File: config.mk
export PLATFORM = sky130hd
export DESIGN_NAME = generation_tagged_handle_table_core
export DESIGN_NICKNAME = d
export VERILOG_FILES = /design/src/hw/rtl/ghtbl_pkg.sv /design/src/hw/rtl/ghtbl_ram.sv /design/src/hw/rtl/generation_tagged_handle_table.sv
export SDC_FILE = /design/constraint.sdc
export NUM_CORES = 2
export LEC_CHECK = 0
export ABC_AREA = 1
export BUFFER_PORTS_ARGS = -buffer_cell sky130_fd_sc_hd__buf_2
export CAP_MARGIN = 10
export CORE_ASPECT_RATIO = 0.7
export CORE_MARGIN = 3
export CORE_UTILIZATION = 63
export DETAILED_ROUTE_END_ITERATION = 10
export HOLD_SLACK_MARGIN = 0.03
export PLACE_DENSITY_LB_ADDON = 0.05
export SYNTH_ARGS = -nofsm -noshare
export SYNTH_HDL_FRONTEND = slang
export SYNTH_SLANG_ARGS = --single-unit
File: constraint.sdc
create_clock -name clk -period 7 [get_ports clk]
set_input_delay 0.35 -clock clk [delete_from_list [all_inputs] [get_ports clk]]
set_output_delay 0.35 -clock clk [all_outputs]
set_load 0.02 [all_outputs]
File: src/hw/rtl/ghtbl_pkg.sv
`timescale 1ns / 1ps

package ghtbl_pkg;

    // Table geometry
    localparam int SLOT_COUNT = 64;
    localparam int SLOT_W     = (SLOT_COUNT > 1) ? $clog2(SLOT_COUNT) : 1;

    // Field widths
    localparam int MODE_W   = 2;
    localparam int OWNER_W  = 16;
    localparam int GEN_W    = 32;
    localparam int PART_W   = 32;
    localparam int HANDLE_W = GEN_W + PART_W;

    // One RAM word holds the owner in the low bits and the generation above it
    localparam int ENTRY_W = OWNER_W + GEN_W;

    // Stream payload widths, padded to whole bytes
    localparam int IN_DATA_RAW  = OWNER_W + HANDLE_W;
    localparam int IN_DATA_W    = ((IN_DATA_RAW + 7) / 8) * 8;
    localparam int OUT_DATA_RAW = HANDLE_W + OWNER_W;
    localparam int OUT_DATA_W   = ((OUT_DATA_RAW + 7) / 8) * 8;

    typedef enum logic [MODE_W-1:0] {
        MODE_ALLOC  = 2'd0,
        MODE_FREE   = 2'd1,
        MODE_LOOKUP = 2'd2,
        MODE_CLAIM  = 2'd3
    } mode_t;

    typedef enum logic [4:0] {
        ST_IDLE   = 5'b00001,
        ST_DECODE = 5'b00010,
        ST_SCAN   = 5'b00100,
        ST_EXEC   = 5'b01000,
        ST_RESP   = 5'b10000
    } state_t;

endpackage

File: src/hw/rtl/ghtbl_ram.sv
`timescale 1ns / 1ps

module ghtbl_ram #(
    parameter int WIDTH = 8,
    parameter int DEPTH = 16
) (
    input  logic                                      clk,
    input  logic                                      wr_en,
    input  logic [((DEPTH > 1) ? $clog2(DEPTH) : 1)-1:0] wr_addr,
    input  logic [WIDTH-1:0]                          wr_data,
    input  logic                                      rd_en,
    input  logic [((DEPTH > 1) ? $clog2(DEPTH) : 1)-1:0] rd_addr,
    output logic [WIDTH-1:0]                          rd_data
);

    logic [WIDTH-1:0] mem [DEPTH];

    always_ff @(posedge clk)
    begin
        if (wr_en)
        begin
            mem[wr_addr] <= wr_data;
        end
        if (rd_en)
        begin
            rd_data <= mem[rd_addr];
        end
    end

endmodule

File: src/hw/rtl/generation_tagged_handle_table.sv
`timescale 1ns / 1ps

// Generation-tagged handle table.
// Input channel (s_*): one beat is one command. s_tuser carries the mode
// (allocate, free, lookup, claim); s_tdata carries owner_id and handle_in.
// Output channel (m_*): exactly one result beat per command, in order.
// m_tdata carries handle_out and owner_out, m_tuser carries the found flag.
// Sequence: a well-formed free, lookup or claim goes from decode, where the
// slot is read, to execute and then to the response; a malformed handle, or an
// allocate with owner zero, goes from decode straight to the response. An
// allocate with an owner walks the occupancy vector one slot per cycle from the
// rotating search pointer, and a full table answers not found after a whole lap.
// A command that reaches a slot reads it; allocate, and a matching free or claim, write it back.
// Throughput: one command at a time; s_tready is high only while idle, so the
// next beat is taken only once the result has entered the output register.
// Reset: all slots free with generation zero (a per-slot valid bit masks the
// RAM until the slot is first written), search pointer at slot zero. Nothing
// sweeps the RAM, so the block is ready right after reset.
// Stall: a result waits in the output register while m_tready is low; the
// next command is still accepted and runs up to its result, then holds.
module generation_tagged_handle_table_core (
    input  logic                               clk,
    input  logic                               rst_n,
    input  logic                               s_tvalid,
    output logic                               s_tready,
    // s_tdata: owner_id [15:0], handle_in [79:16]
    input  logic [ghtbl_pkg::IN_DATA_W-1:0]    s_tdata,
    // s_tuser: mode [1:0]
    input  logic [ghtbl_pkg::MODE_W-1:0]       s_tuser,
    output logic                               m_tvalid,
    input  logic                               m_tready,
    // m_tdata: handle_out [63:0], owner_out [79:64]
    output logic [ghtbl_pkg::OUT_DATA_W-1:0]   m_tdata,
    // m_tuser: found [0]
    output logic                               m_tuser
);

    import ghtbl_pkg::*;

    // Control state
    state_t                 state_reg, state_next;
    logic [SLOT_W-1:0]      search_reg, search_next;
    logic [SLOT_W-1:0]      slot_reg, slot_next;
    logic [SLOT_W-1:0]      count_reg, count_next;
    logic [SLOT_COUNT-1:0]  occupied_reg, occupied_next;
    logic [SLOT_COUNT-1:0]  written_reg, written_next;
    logic                   out_valid_reg, out_valid_next;

    // Command and result payload
    mode_t                  mode_reg, mode_next;
    logic [OWNER_W-1:0]     owner_reg, owner_next;
    logic [HANDLE_W-1:0]    handle_reg, handle_next;
    logic [HANDLE_W-1:0]    res_handle_reg, res_handle_next;
    logic [OWNER_W-1:0]     res_owner_reg, res_owner_next;
    logic                   res_found_reg, res_found_next;
    logic [HANDLE_W-1:0]    out_handle_reg, out_handle_next;
    logic [OWNER_W-1:0]     out_owner_reg, out_owner_next;
    logic                   out_found_reg, out_found_next;

    // Slot RAM port
    logic                   ram_wr_en;
    logic [SLOT_W-1:0]      ram_wr_addr;
    logic [ENTRY_W-1:0]     ram_wr_data;
    logic                   ram_rd_en;
    logic [SLOT_W-1:0]      ram_rd_addr;
    logic [ENTRY_W-1:0]     ram_rd_data;

    // Handle decode and slot arithmetic
    logic [PART_W-1:0]      part;
    logic [GEN_W-1:0]       gen_in;
    logic                   handle_bad;
    logic [SLOT_W-1:0]      decoded_slot;
    logic [GEN_W-1:0]       cur_gen;
    logic [OWNER_W-1:0]     cur_owner;
    logic [GEN_W-1:0]       gen_inc;
    logic [GEN_W-1:0]       gen_bumped;
    logic                   gen_match;
    logic [SLOT_W-1:0]      slot_after;

    ghtbl_ram #(
        .WIDTH (ENTRY_W),
        .DEPTH (SLOT_COUNT)
    ) u_slot_ram (
        .clk     (clk),
        .wr_en   (ram_wr_en),
        .wr_addr (ram_wr_addr),
        .wr_data (ram_wr_data),
        .rd_en   (ram_rd_en),
        .rd_addr (ram_rd_addr),
        .rd_data (ram_rd_data)
    );

    assign part         = handle_reg[PART_W-1:0];
    assign gen_in       = handle_reg[HANDLE_W-1:PART_W];
    assign handle_bad   = (part == '0) || (part > PART_W'(SLOT_COUNT)) || (gen_in == '0);
    assign decoded_slot = SLOT_W'(part - PART_W'(1));

    // A slot never written reads as free with generation zero
    assign cur_owner  = written_reg[slot_reg] ? ram_rd_data[OWNER_W-1:0] : '0;
    assign cur_gen    = written_reg[slot_reg] ? ram_rd_data[ENTRY_W-1:OWNER_W] : '0;
    assign gen_inc    = cur_gen + GEN_W'(1);
    assign gen_bumped = (gen_inc == '0) ? GEN_W'(1) : gen_inc;
    assign gen_match  = (cur_gen == gen_in);

    assign slot_after   = (slot_reg == SLOT_W'(SLOT_COUNT - 1)) ? '0 : slot_reg + SLOT_W'(1);

    always_comb
    begin
        state_next      = state_reg;
        search_next     = search_reg;
        slot_next       = slot_reg;
        count_next      = count_reg;
        occupied_next   = occupied_reg;
        written_next    = written_reg;
        out_valid_next  = out_valid_reg;
        mode_next       = mode_reg;
        owner_next      = owner_reg;
        handle_next     = handle_reg;
        res_handle_next = res_handle_reg;
        res_owner_next  = res_owner_reg;
        res_found_next  = res_found_reg;
        out_handle_next = out_handle_reg;
        out_owner_next  = out_owner_reg;
        out_found_next  = out_found_reg;

        ram_wr_en   = 1'b0;
        ram_wr_addr = slot_reg;
        ram_wr_data = {cur_gen, cur_owner};
        ram_rd_en   = 1'b0;
        ram_rd_addr = slot_reg;

        // Drop the output beat once taken
        if (out_valid_reg && m_tready)
        begin
            out_valid_next = 1'b0;
        end

        case (state_reg)
            ST_IDLE:
            begin
                if (s_tvalid)
                begin
                    mode_next   = mode_t'(s_tuser);
                    owner_next  = s_tdata[OWNER_W-1:0];
                    handle_next = s_tdata[OWNER_W+HANDLE_W-1:OWNER_W];
                    state_next  = ST_DECODE;
                end
            end

            ST_DECODE:
            begin
                res_handle_next = '0;
                res_owner_next  = '0;
                res_found_next  = 1'b0;
                if (mode_reg == MODE_ALLOC)
                begin
                    if (owner_reg == '0)
                    begin
                        state_next = ST_RESP;
                    end
                    else
                    begin
                        slot_next  = search_reg;
                        count_next = '0;
                        state_next = ST_SCAN;
                    end
                end
                else if (handle_bad)
                begin
                    state_next = ST_RESP;
                end
                else
                begin
                    // Fetch the addressed slot
                    slot_next   = decoded_slot;
                    ram_rd_en   = 1'b1;
                    ram_rd_addr = decoded_slot;
                    state_next  = ST_EXEC;
                end
            end

            ST_SCAN:
            begin
                // Walk the occupancy vector one slot per cycle
                if (!occupied_reg[slot_reg])
                begin
                    ram_rd_en   = 1'b1;
                    ram_rd_addr = slot_reg;
                    state_next  = ST_EXEC;
                end
                else if (count_reg == SLOT_W'(SLOT_COUNT - 1))
                begin
                    state_next = ST_RESP;
                end
                else
                begin
                    slot_next  = slot_after;
                    count_next = count_reg + SLOT_W'(1);
                end
            end

            ST_EXEC:
            begin
                state_next = ST_RESP;
                case (mode_reg)
                    MODE_ALLOC:
                    begin
                        ram_wr_en               = 1'b1;
                        ram_wr_data             = {gen_bumped, owner_reg};
                        written_next[slot_reg]  = 1'b1;
                        occupied_next[slot_reg] = 1'b1;
                        search_next             = slot_after;
                        res_handle_next         = {gen_bumped,
                                                   PART_W'(slot_reg) + PART_W'(1)};
                        res_found_next          = 1'b1;
                    end
                    MODE_FREE:
                    begin
                        if (gen_match && (owner_reg != '0) && (cur_owner == owner_reg))
                        begin
                            ram_wr_en               = 1'b1;
                            ram_wr_data             = {cur_gen, OWNER_W'(0)};
                            written_next[slot_reg]  = 1'b1;
                            occupied_next[slot_reg] = 1'b0;
                            res_found_next          = 1'b1;
                        end
                    end
                    MODE_LOOKUP:
                    begin
                        if (gen_match)
                        begin
                            res_owner_next = cur_owner;
                            res_found_next = (cur_owner != '0);
                        end
                    end
                    MODE_CLAIM:
                    begin
                        if (gen_match)
                        begin
                            res_owner_next          = cur_owner;
                            res_found_next          = (cur_owner != '0);
                            ram_wr_en               = 1'b1;
                            ram_wr_data             = {cur_gen, OWNER_W'(0)};
                            written_next[slot_reg]  = 1'b1;
                            occupied_next[slot_reg] = 1'b0;
                        end
                    end
                    default:
                    begin
                        state_next = ST_RESP;
                    end
                endcase
            end

            ST_RESP:
            begin
                // Hold the result until the output register is free
                if (!out_valid_reg || m_tready)
                begin
                    out_valid_next  = 1'b1;
                    out_handle_next = res_handle_reg;
                    out_owner_next  = res_owner_reg;
                    out_found_next  = res_found_reg;
                    state_next      = ST_IDLE;
                end
            end

            default:
            begin
                state_next = ST_IDLE;
            end
        endcase
    end

    always_ff @(posedge clk or negedge rst_n)
    begin
        if (!rst_n)
        begin
            state_reg     <= ST_IDLE;
            search_reg    <= '0;
            slot_reg      <= '0;
            count_reg     <= '0;
            occupied_reg  <= '0;
            written_reg   <= '0;
            out_valid_reg <= 1'b0;
        end
        else
        begin
            state_reg     <= state_next;
            search_reg    <= search_next;
            slot_reg      <= slot_next;
            count_reg     <= count_next;
            occupied_reg  <= occupied_next;
            written_reg   <= written_next;
            out_valid_reg <= out_valid_next;
        end
    end

    always_ff @(posedge clk)
    begin
        mode_reg       <= mode_next;
        owner_reg      <= owner_next;
        handle_reg     <= handle_next;
        res_handle_reg <= res_handle_next;
        res_owner_reg  <= res_owner_next;
        res_found_reg  <= res_found_next;
        out_handle_reg <= out_handle_next;
        out_owner_reg  <= out_owner_next;
        out_found_reg  <= out_found_next;
    end

    assign s_tready = (state_reg == ST_IDLE);
    assign m_tvalid = out_valid_reg;
    assign m_tdata  = OUT_DATA_W'({out_owner_reg, out_handle_reg});
    assign m_tuser  = out_found_reg;

endmodule

# --- Word-level counts from Yosys, hierarchy flattened ---
# Memories as Yosys holds them, arrays and structs flattened. A register that Yosys moved wholly into a read port is not among the register bits.
# Cells that the tools add are included.
word_totals:
  regBits: 396
  latchBits: 0
  mem_bits_rw: 3072
  mem_bits_ro: 0
  out_inout_bits: 83
  word_cells: 148
  memories: 1
classes:
  n_addsub: 5
  multipliers: 0
  div_mod_pow: 0
  magnitude_cmp: 3
  eq_ne: 27
  n_shift: 0
  mux: 63
  bitwise_logic: 4
  n_reduce_logical: 29
mem_list:
  columns: ["memory", "depth", "word_bits", "rd", "rd_ports_with_merged_regs", "write_ports", "line_no", "rtl"]
  rows:
  - ["u_slot_ram.mem", 64, 48, 1, 1, 1, "ghtbl_ram.sv:16", "logic [WIDTH-1:0] mem [DEPTH];"]
ops:
  columns: ["cell", "count"]
  rows:
  - ["64-bit one-hot mux with 3 select lines", 2]
  - ["64-bit 2-to-1 mux", 5]
  - ["48-bit one-hot mux with 3 select lines", 1]
  - ["64-bit OR", 2]
  - ["64-bit one-hot mux with 2 select lines", 1]
  - ["32-bit zero test", 3]
  - ["16-bit 2-to-1 mux", 5]
  - ["6-bit 2-to-1 mux", 12]
  - ["64-bit AND", 1]
  - ["32-bit 2-to-1 mux", 2]
  - ["64-bit NOT", 1]
  - ["48-bit 2-to-1 mux", 1]
  - ["5-bit 2-to-1 mux", 7]
  - ["32-bit by 1-bit adder with 32-bit output, second input constant", 1]
  - ["32-bit equality test", 1]
  - ["32-bit by 7-bit > comparator with 1-bit output, second input constant", 1]
  - ["16-bit one-hot mux with 2 select lines", 1]
  - ["16-bit nonzero test", 2]
  - ["5-bit one-hot mux with 5 select lines", 1]
  - ["6-bit one-hot mux with 2 select lines", 2]
  - ["2-bit inequality test, second input constant", 11]
  - ["16-bit equality test", 1]
  - ["16-bit zero test", 1]
  - ["1-bit 2-to-1 mux", 16]
  - ["29 further kinds", 50]

# --- Depth between registers and ports, before layout ---
depth:
  word_depth: 11
  depth_mapped: 30
  mapped_depth_nobuf: 28

# --- By module ---
# From an unflattened synthesis, not the netlist that was laid out.
hier_totals:
  hier_cells: 12293
  area_unflattened_um2: 142621.8
modules_own_cells:
  columns: ["mod", "n_inst", "cells_per_inst", "area_per_inst_um2", "seq_area_each_um2"]
  rows:
  - ["ghtbl_ram", 1, 10128, 124560.7, 93689.9]
  - ["generation_tagged_handle_table_core", 1, 2165, 18061.1, 9630.5]

# --- Worst setup path before layout ---
# Ideal clock, no wire load.
synth_timing:
  path_kind: "register to register"
  startpoint: "reg slot_reg[0] (netlist: ram_wr_addr[0])"
  endpoint: "reg u_slot_ram.rd_data[0] (read register of u_slot_ram.mem), enable pin"
  setup_time_ps: 520
  arrival_ps: 5178
  required_ps: 6480
  slack_ps: 1302
  path_stages_with_launch: 15
  synth_period_minus_slack_ps: 5698
  cell_sequence: "dfrtp_1 > inv_1 > buf_4 > buf_6 > nand2_1 > inv_1 > nand2_1 > nand2_1 > a221oi_1 > nand4_1 > nand2_1 > nand2_1 > nor2_1 > nand4_1 > o21ai_0"
synth_via:
  elab_chain_cells: 4
  elab_cells_between_ends: 7
synth_lines:
  columns: ["item", "line_no", "rtl"]
  rows:
  - ["start, declared", "generation_tagged_handle_table.sv:43", "logic [SLOT_W-1:0] slot_reg, slot_next;"]
  - ["start signal, assigned", "generation_tagged_handle_table.sv:291", "slot_reg <= slot_next;"]
  - ["1-bit binary-select mux with 6-bit select", "generation_tagged_handle_table.sv:185", "if (!occupied_reg[slot_reg])"]
  - ["1-bit 2-to-1 mux (not written as such)", "generation_tagged_handle_table.sv:185", null]
  - ["1-bit 2-to-1 mux", "generation_tagged_handle_table.sv:185", null]
  - ["1-bit one-hot mux with 2 select lines", "generation_tagged_handle_table.sv:138", "case (state_reg)"]
  - ["via ram_rd_en", "generation_tagged_handle_table.sv:64", "logic ram_rd_en;"]
  - ["end, declared", "ghtbl_ram.sv:13", "output logic [WIDTH-1:0] rd_data"]
# The timed path passes the listed nets, and every way through them passes these cells. The select of a mux whose other input is x is not followed.
# A chain may end at the register's enable or synchronous reset.

# --- Worst setup path in the final report ---
layout_timing:
  startpoint: "reg slot_reg[2] (netlist: ram_wr_addr[2])"
  endpoint: "mem u_slot_ram.mem[46][15] (netlist name), enable pin"
layout_via:
  elab_chain_cells: 11
  elab_cells_between_ends: 14
layout_lines:
  columns: ["item", "line_no", "rtl"]
  rows:
  - ["1-bit binary-select mux with 6-bit select", "generation_tagged_handle_table.sv:99, generation_tagged_handle_table.sv:100", null]
  - ["1-bit 2-to-1 mux (not written as such)", "generation_tagged_handle_table.sv:99, generation_tagged_handle_table.sv:100", null]
  - ["32-bit 2-to-1 mux", "generation_tagged_handle_table.sv:100", "assign cur_gen = written_reg[slot_reg] ? ram_rd_data[ENTRY_W-1:OWNER_W] : '0;"]
  - ["32-bit equality test", "generation_tagged_handle_table.sv:103", "assign gen_match = (cur_gen == gen_in);"]
  - ["1-bit logical AND (2 in series)", "generation_tagged_handle_table.sv:219", "if (gen_match && (owner_reg != '0) && (cur_owner == owner_reg))"]
  - ["1-bit 2-to-1 mux", "generation_tagged_handle_table.sv:219", null]
  - ["1-bit one-hot mux with 3 select lines", "generation_tagged_handle_table.sv:205", "case (mode_reg)"]
  - ["1-bit 2-to-1 mux", "generation_tagged_handle_table.sv:138", null]
  - ["1-bit 2-to-1 mux", "ghtbl_ram.sv:20", "if (wr_en)"]
  - ["1-bit 2-to-1 mux (not written as such)", "ghtbl_ram.sv:22", "mem[wr_addr] <= wr_data;"]
  - ["end, declared", "ghtbl_ram.sv:16", null]
# Parallel ways exist; a longest one is shown, timed or not. The select of a mux whose other input is x is not followed.

==> metrics <==
status finished, final reports clean; vias in the first global route 90200; asr flop ratio synth 4.385%; hpwl dp 261700 um; # port buffers 143; Synth Area in Adders 0.06981%; XOR/XNOR share of the synthesized area 0.2138%; max_cap viols 0; syn avg cell area 12.81 um^2; clock tree from TritonCTS yes; Final Critical Period 6.476 ns; CTS HTree Levels 5; crit path launch type flop; Rel. slew slack 20.38%; CTS root buf clkbuf_16; Peak VDD IR 341.1 uV; Synth top area share 69.40%; most used flip-flop cell after synthesis edfxtp_1; Layout Cells excl Fill 14540; Compound-Gate Fraction of Synth Area 8.263%; most frequent cells in the layout edfxtp_1 (3314), nand3_1 (1588), nand2_1 (1470), o211ai_1 (1401), or2_2 (1009); HP Class in2async; core area 224800 um^2; sequential fraction of the synthesis area 72.06%; Final Hold Viols 0; GRT Residual Overflow 0; RSZ-0062 raised after global routing no; worst reg-to-reg path cell count 23; Total Routing Usage GR 38.26%; Critical Path Sink u_slot_ram.mem[46][15]; Largest register FFs 3072; cts repair resizes 0; post-synth cell types 47; Tightest Pin Transition 1.190 ns; # fillers 14930; Crit Reg-Reg Endpoint u_slot_ram.mem[46][15]; crit path DAT 7.01 ns; Placer Congestion 0.9843; skew final 0.07546 ns; Slew Viols, Final 0; largest family of logic cells by synthesized area simple AND/OR/NAND/NOR gates; Seq cells post-synth 3466; worst r2r src ram_wr_addr[2]; Area Growth Syn to Fin 11.77%; Reg2Reg Setup Slack 0.52 ns; PwrDens 366.0 nW/um^2; wire length per cell 31.00 um; die width 576.2 um; via count 96770; synth top area cells edfxtp_1 (69%), o211ai_1 (7.3%), nand3_1 (5.5%), or2_2 (4.4%), nand2_1 (3.9%); drt drc 0; Clk Latency, worst-skew pair 0.90 ns; Sink Count 3466; Final ANT Viol Nets 0; CP Class reg2reg; Final #Nets 11380; Clock transition at path regs 0.07 ns; die height 405.1 um; Max clock buf depth 4; Setup-failing EPs final 0; dominant cell type by area after synthesis edfxtp_1; number of synthesized flops with an enable pin 3314; DIE AREA 233400 um^2; routed vias/inst 6.654; Placed Cells 13890; initial antenna violation count 20; Crit Path Max Fanout 33; commonest non-fill, non-tap cell in the layout edfxtp_1; Post-Synthesis Cells 11200; Power Total 58.65 mW; critical path startpoint ram_wr_addr[2]; Tcrit/Tclk final 92.52%; routed wire length 450800 um; Fmax achieved 154.4 MHz; Placement Rows 145; CTS buffer count 320; Initial Util 63.79%; P_leak 53.55 nW; synthesized area 143400 um^2; share of layout cells above drive strength 1 17.55%; Req. time, crit path 7.54 ns; endpoint class of the critical path flop; 1st-iter DRT viols 16360; Yosys warning total 0; multiplexer share of the synthesized area 0%; largest net degree at the start of global routing 216; global-route wire length before repair 645100 um; I/O pin cnt 169; DRT Pass-1 Iters 8; Simple-Gate Fraction of Synth Area 15.29%
## worst max-delay path, stage by stage (launching register included)
cell	delay, ns
dfrtp_1	0.63
inv_1	0.23
nor2_1	0.56
o211ai_1	0.17
nand2_1	0.14
o21ai_1	0.09
nand2_1	0.09
nor2_1	0.05
nand2_2	0.53
buf_4	0.36
nand2_1	0.30
nand2_1	0.13
o21ai_1	0.08
nor2_1	0.11
nand4_1	0.09
nor2_1	0.11
nand2_1	0.12
nor2_4	0.19
nand3_1	0.09
nand3_1	0.14
nand2_4	0.35
buf_12	0.37
nor2_4	0.68
buf_12	0.34
## report_power, final
group / switching (mW) / internal (mW) / total, mW
logic: 12.8 / 4.51 / 17.3
clock network: 7.59 / 9.83 / 17.4
registers: 0.187 / 23.7 / 23.9
## cells by family (layout without fill, tap and decap cells)
kind of cell             count (synthesis)  in the layout
flip-flops                            3466           3466
adder cells (fa/ha/maj)                  8              8
AND/OR/NAND/NOR                       4540           4540
XOR/XNOR                                35             35
other                                    1             29
buffers and inverters                 1497           1803
AO/OA/AOI/OAI                         1649           1649
## how the worst min path moves through the flow
stage,start,endpoint,slack [ns]
5_1_grt,s_tdata[8],owner_reg[8],0.16
6_report,rst_n,asynchronous set/reset pin,0.14
3_5_place_dp,res_handle_reg[36],out_handle_reg[36],0.40
3_3_place_gp,res_handle_reg[50],out_handle_reg[50],0.40
4_1_cts,rst_n,ram_wr_addr[3],0.13
2_1_floorplan,rst_n,asynchronous set/reset pin,0.05
## Yosys cell counts (3+ instances only)
library cell	instances
o22ai_1	7
ha_1	8
xor2_1	29
o21ai_1	25
or2_2	1009
nand4_1	98
nor4_1	14
buf_6	5
inv_2	5
buf_1	48
and2_1	3
nor3_1	16
nand3_1	1588
nor2_2	4
buf_2	84
a22oi_1	9
a22o_1	4
nand2_1	1477
nor2_1	318
o21ai_0	165
a31oi_1	4
buf_4	34
a21oi_1	23
o211ai_1	1401
dfrtp_1	151
clkbuf_1	598
xnor2_1	6
a221oi_1	5
or2_1	3
clkinv_1	6
inv_1	717
edfxtp_1	3314
## what timing repair did
item	CTS	global route
buffers inserted	0	0
hold buffers	85	0
endpoints found under the hold margin	166	0
## layout make-up
type                       count  area, um^2  share of cell area [%]
antenna                        4       10.01                0.006246
inverter                     728        2768                   1.727
timing repair buffer         513        4796                   2.992
clock inverter               166        1615                   1.008
clock buffer                 396        8569                   5.347
multi-input combinational   6257       35420                   22.10
tap                         3013        3770                   2.352
sequential                  3466      103300                   64.47
## through the flow
step | worst slack (ns) | setup TNS, ns | hold WS [ns] | util, % | instance area [um^2]
after floorplan | 1.302 | 0 | 0.05441 | - | 143500
after global placement | -0.09000 | -6.513 | 0.4021 | 66.37 | 149200
after detailed placement | 0.7295 | 0 | 0.4045 | 66.37 | 149200
after CTS | 0.6935 | 0 | 0.1331 | 71.28 | 160200
after global routing | 0.1745 | 0 | 0.1571 | 71.29 | 160300
final | 0.5237 | 0 | 0.1377 | 71.30 | 160300
## layer usage
| layer | share of wire [%] | global-route usage, % |
|---|---|---|
| met2 | 42 | 52.70 |
| met4 | 3.7 | 13.10 |
| met3 | 15 | 10.67 |
| met5 | 0.015 | 0 |
| met1 | 39 | 58.93 |
No activity file was read; power rests on OpenSTA's default activity.
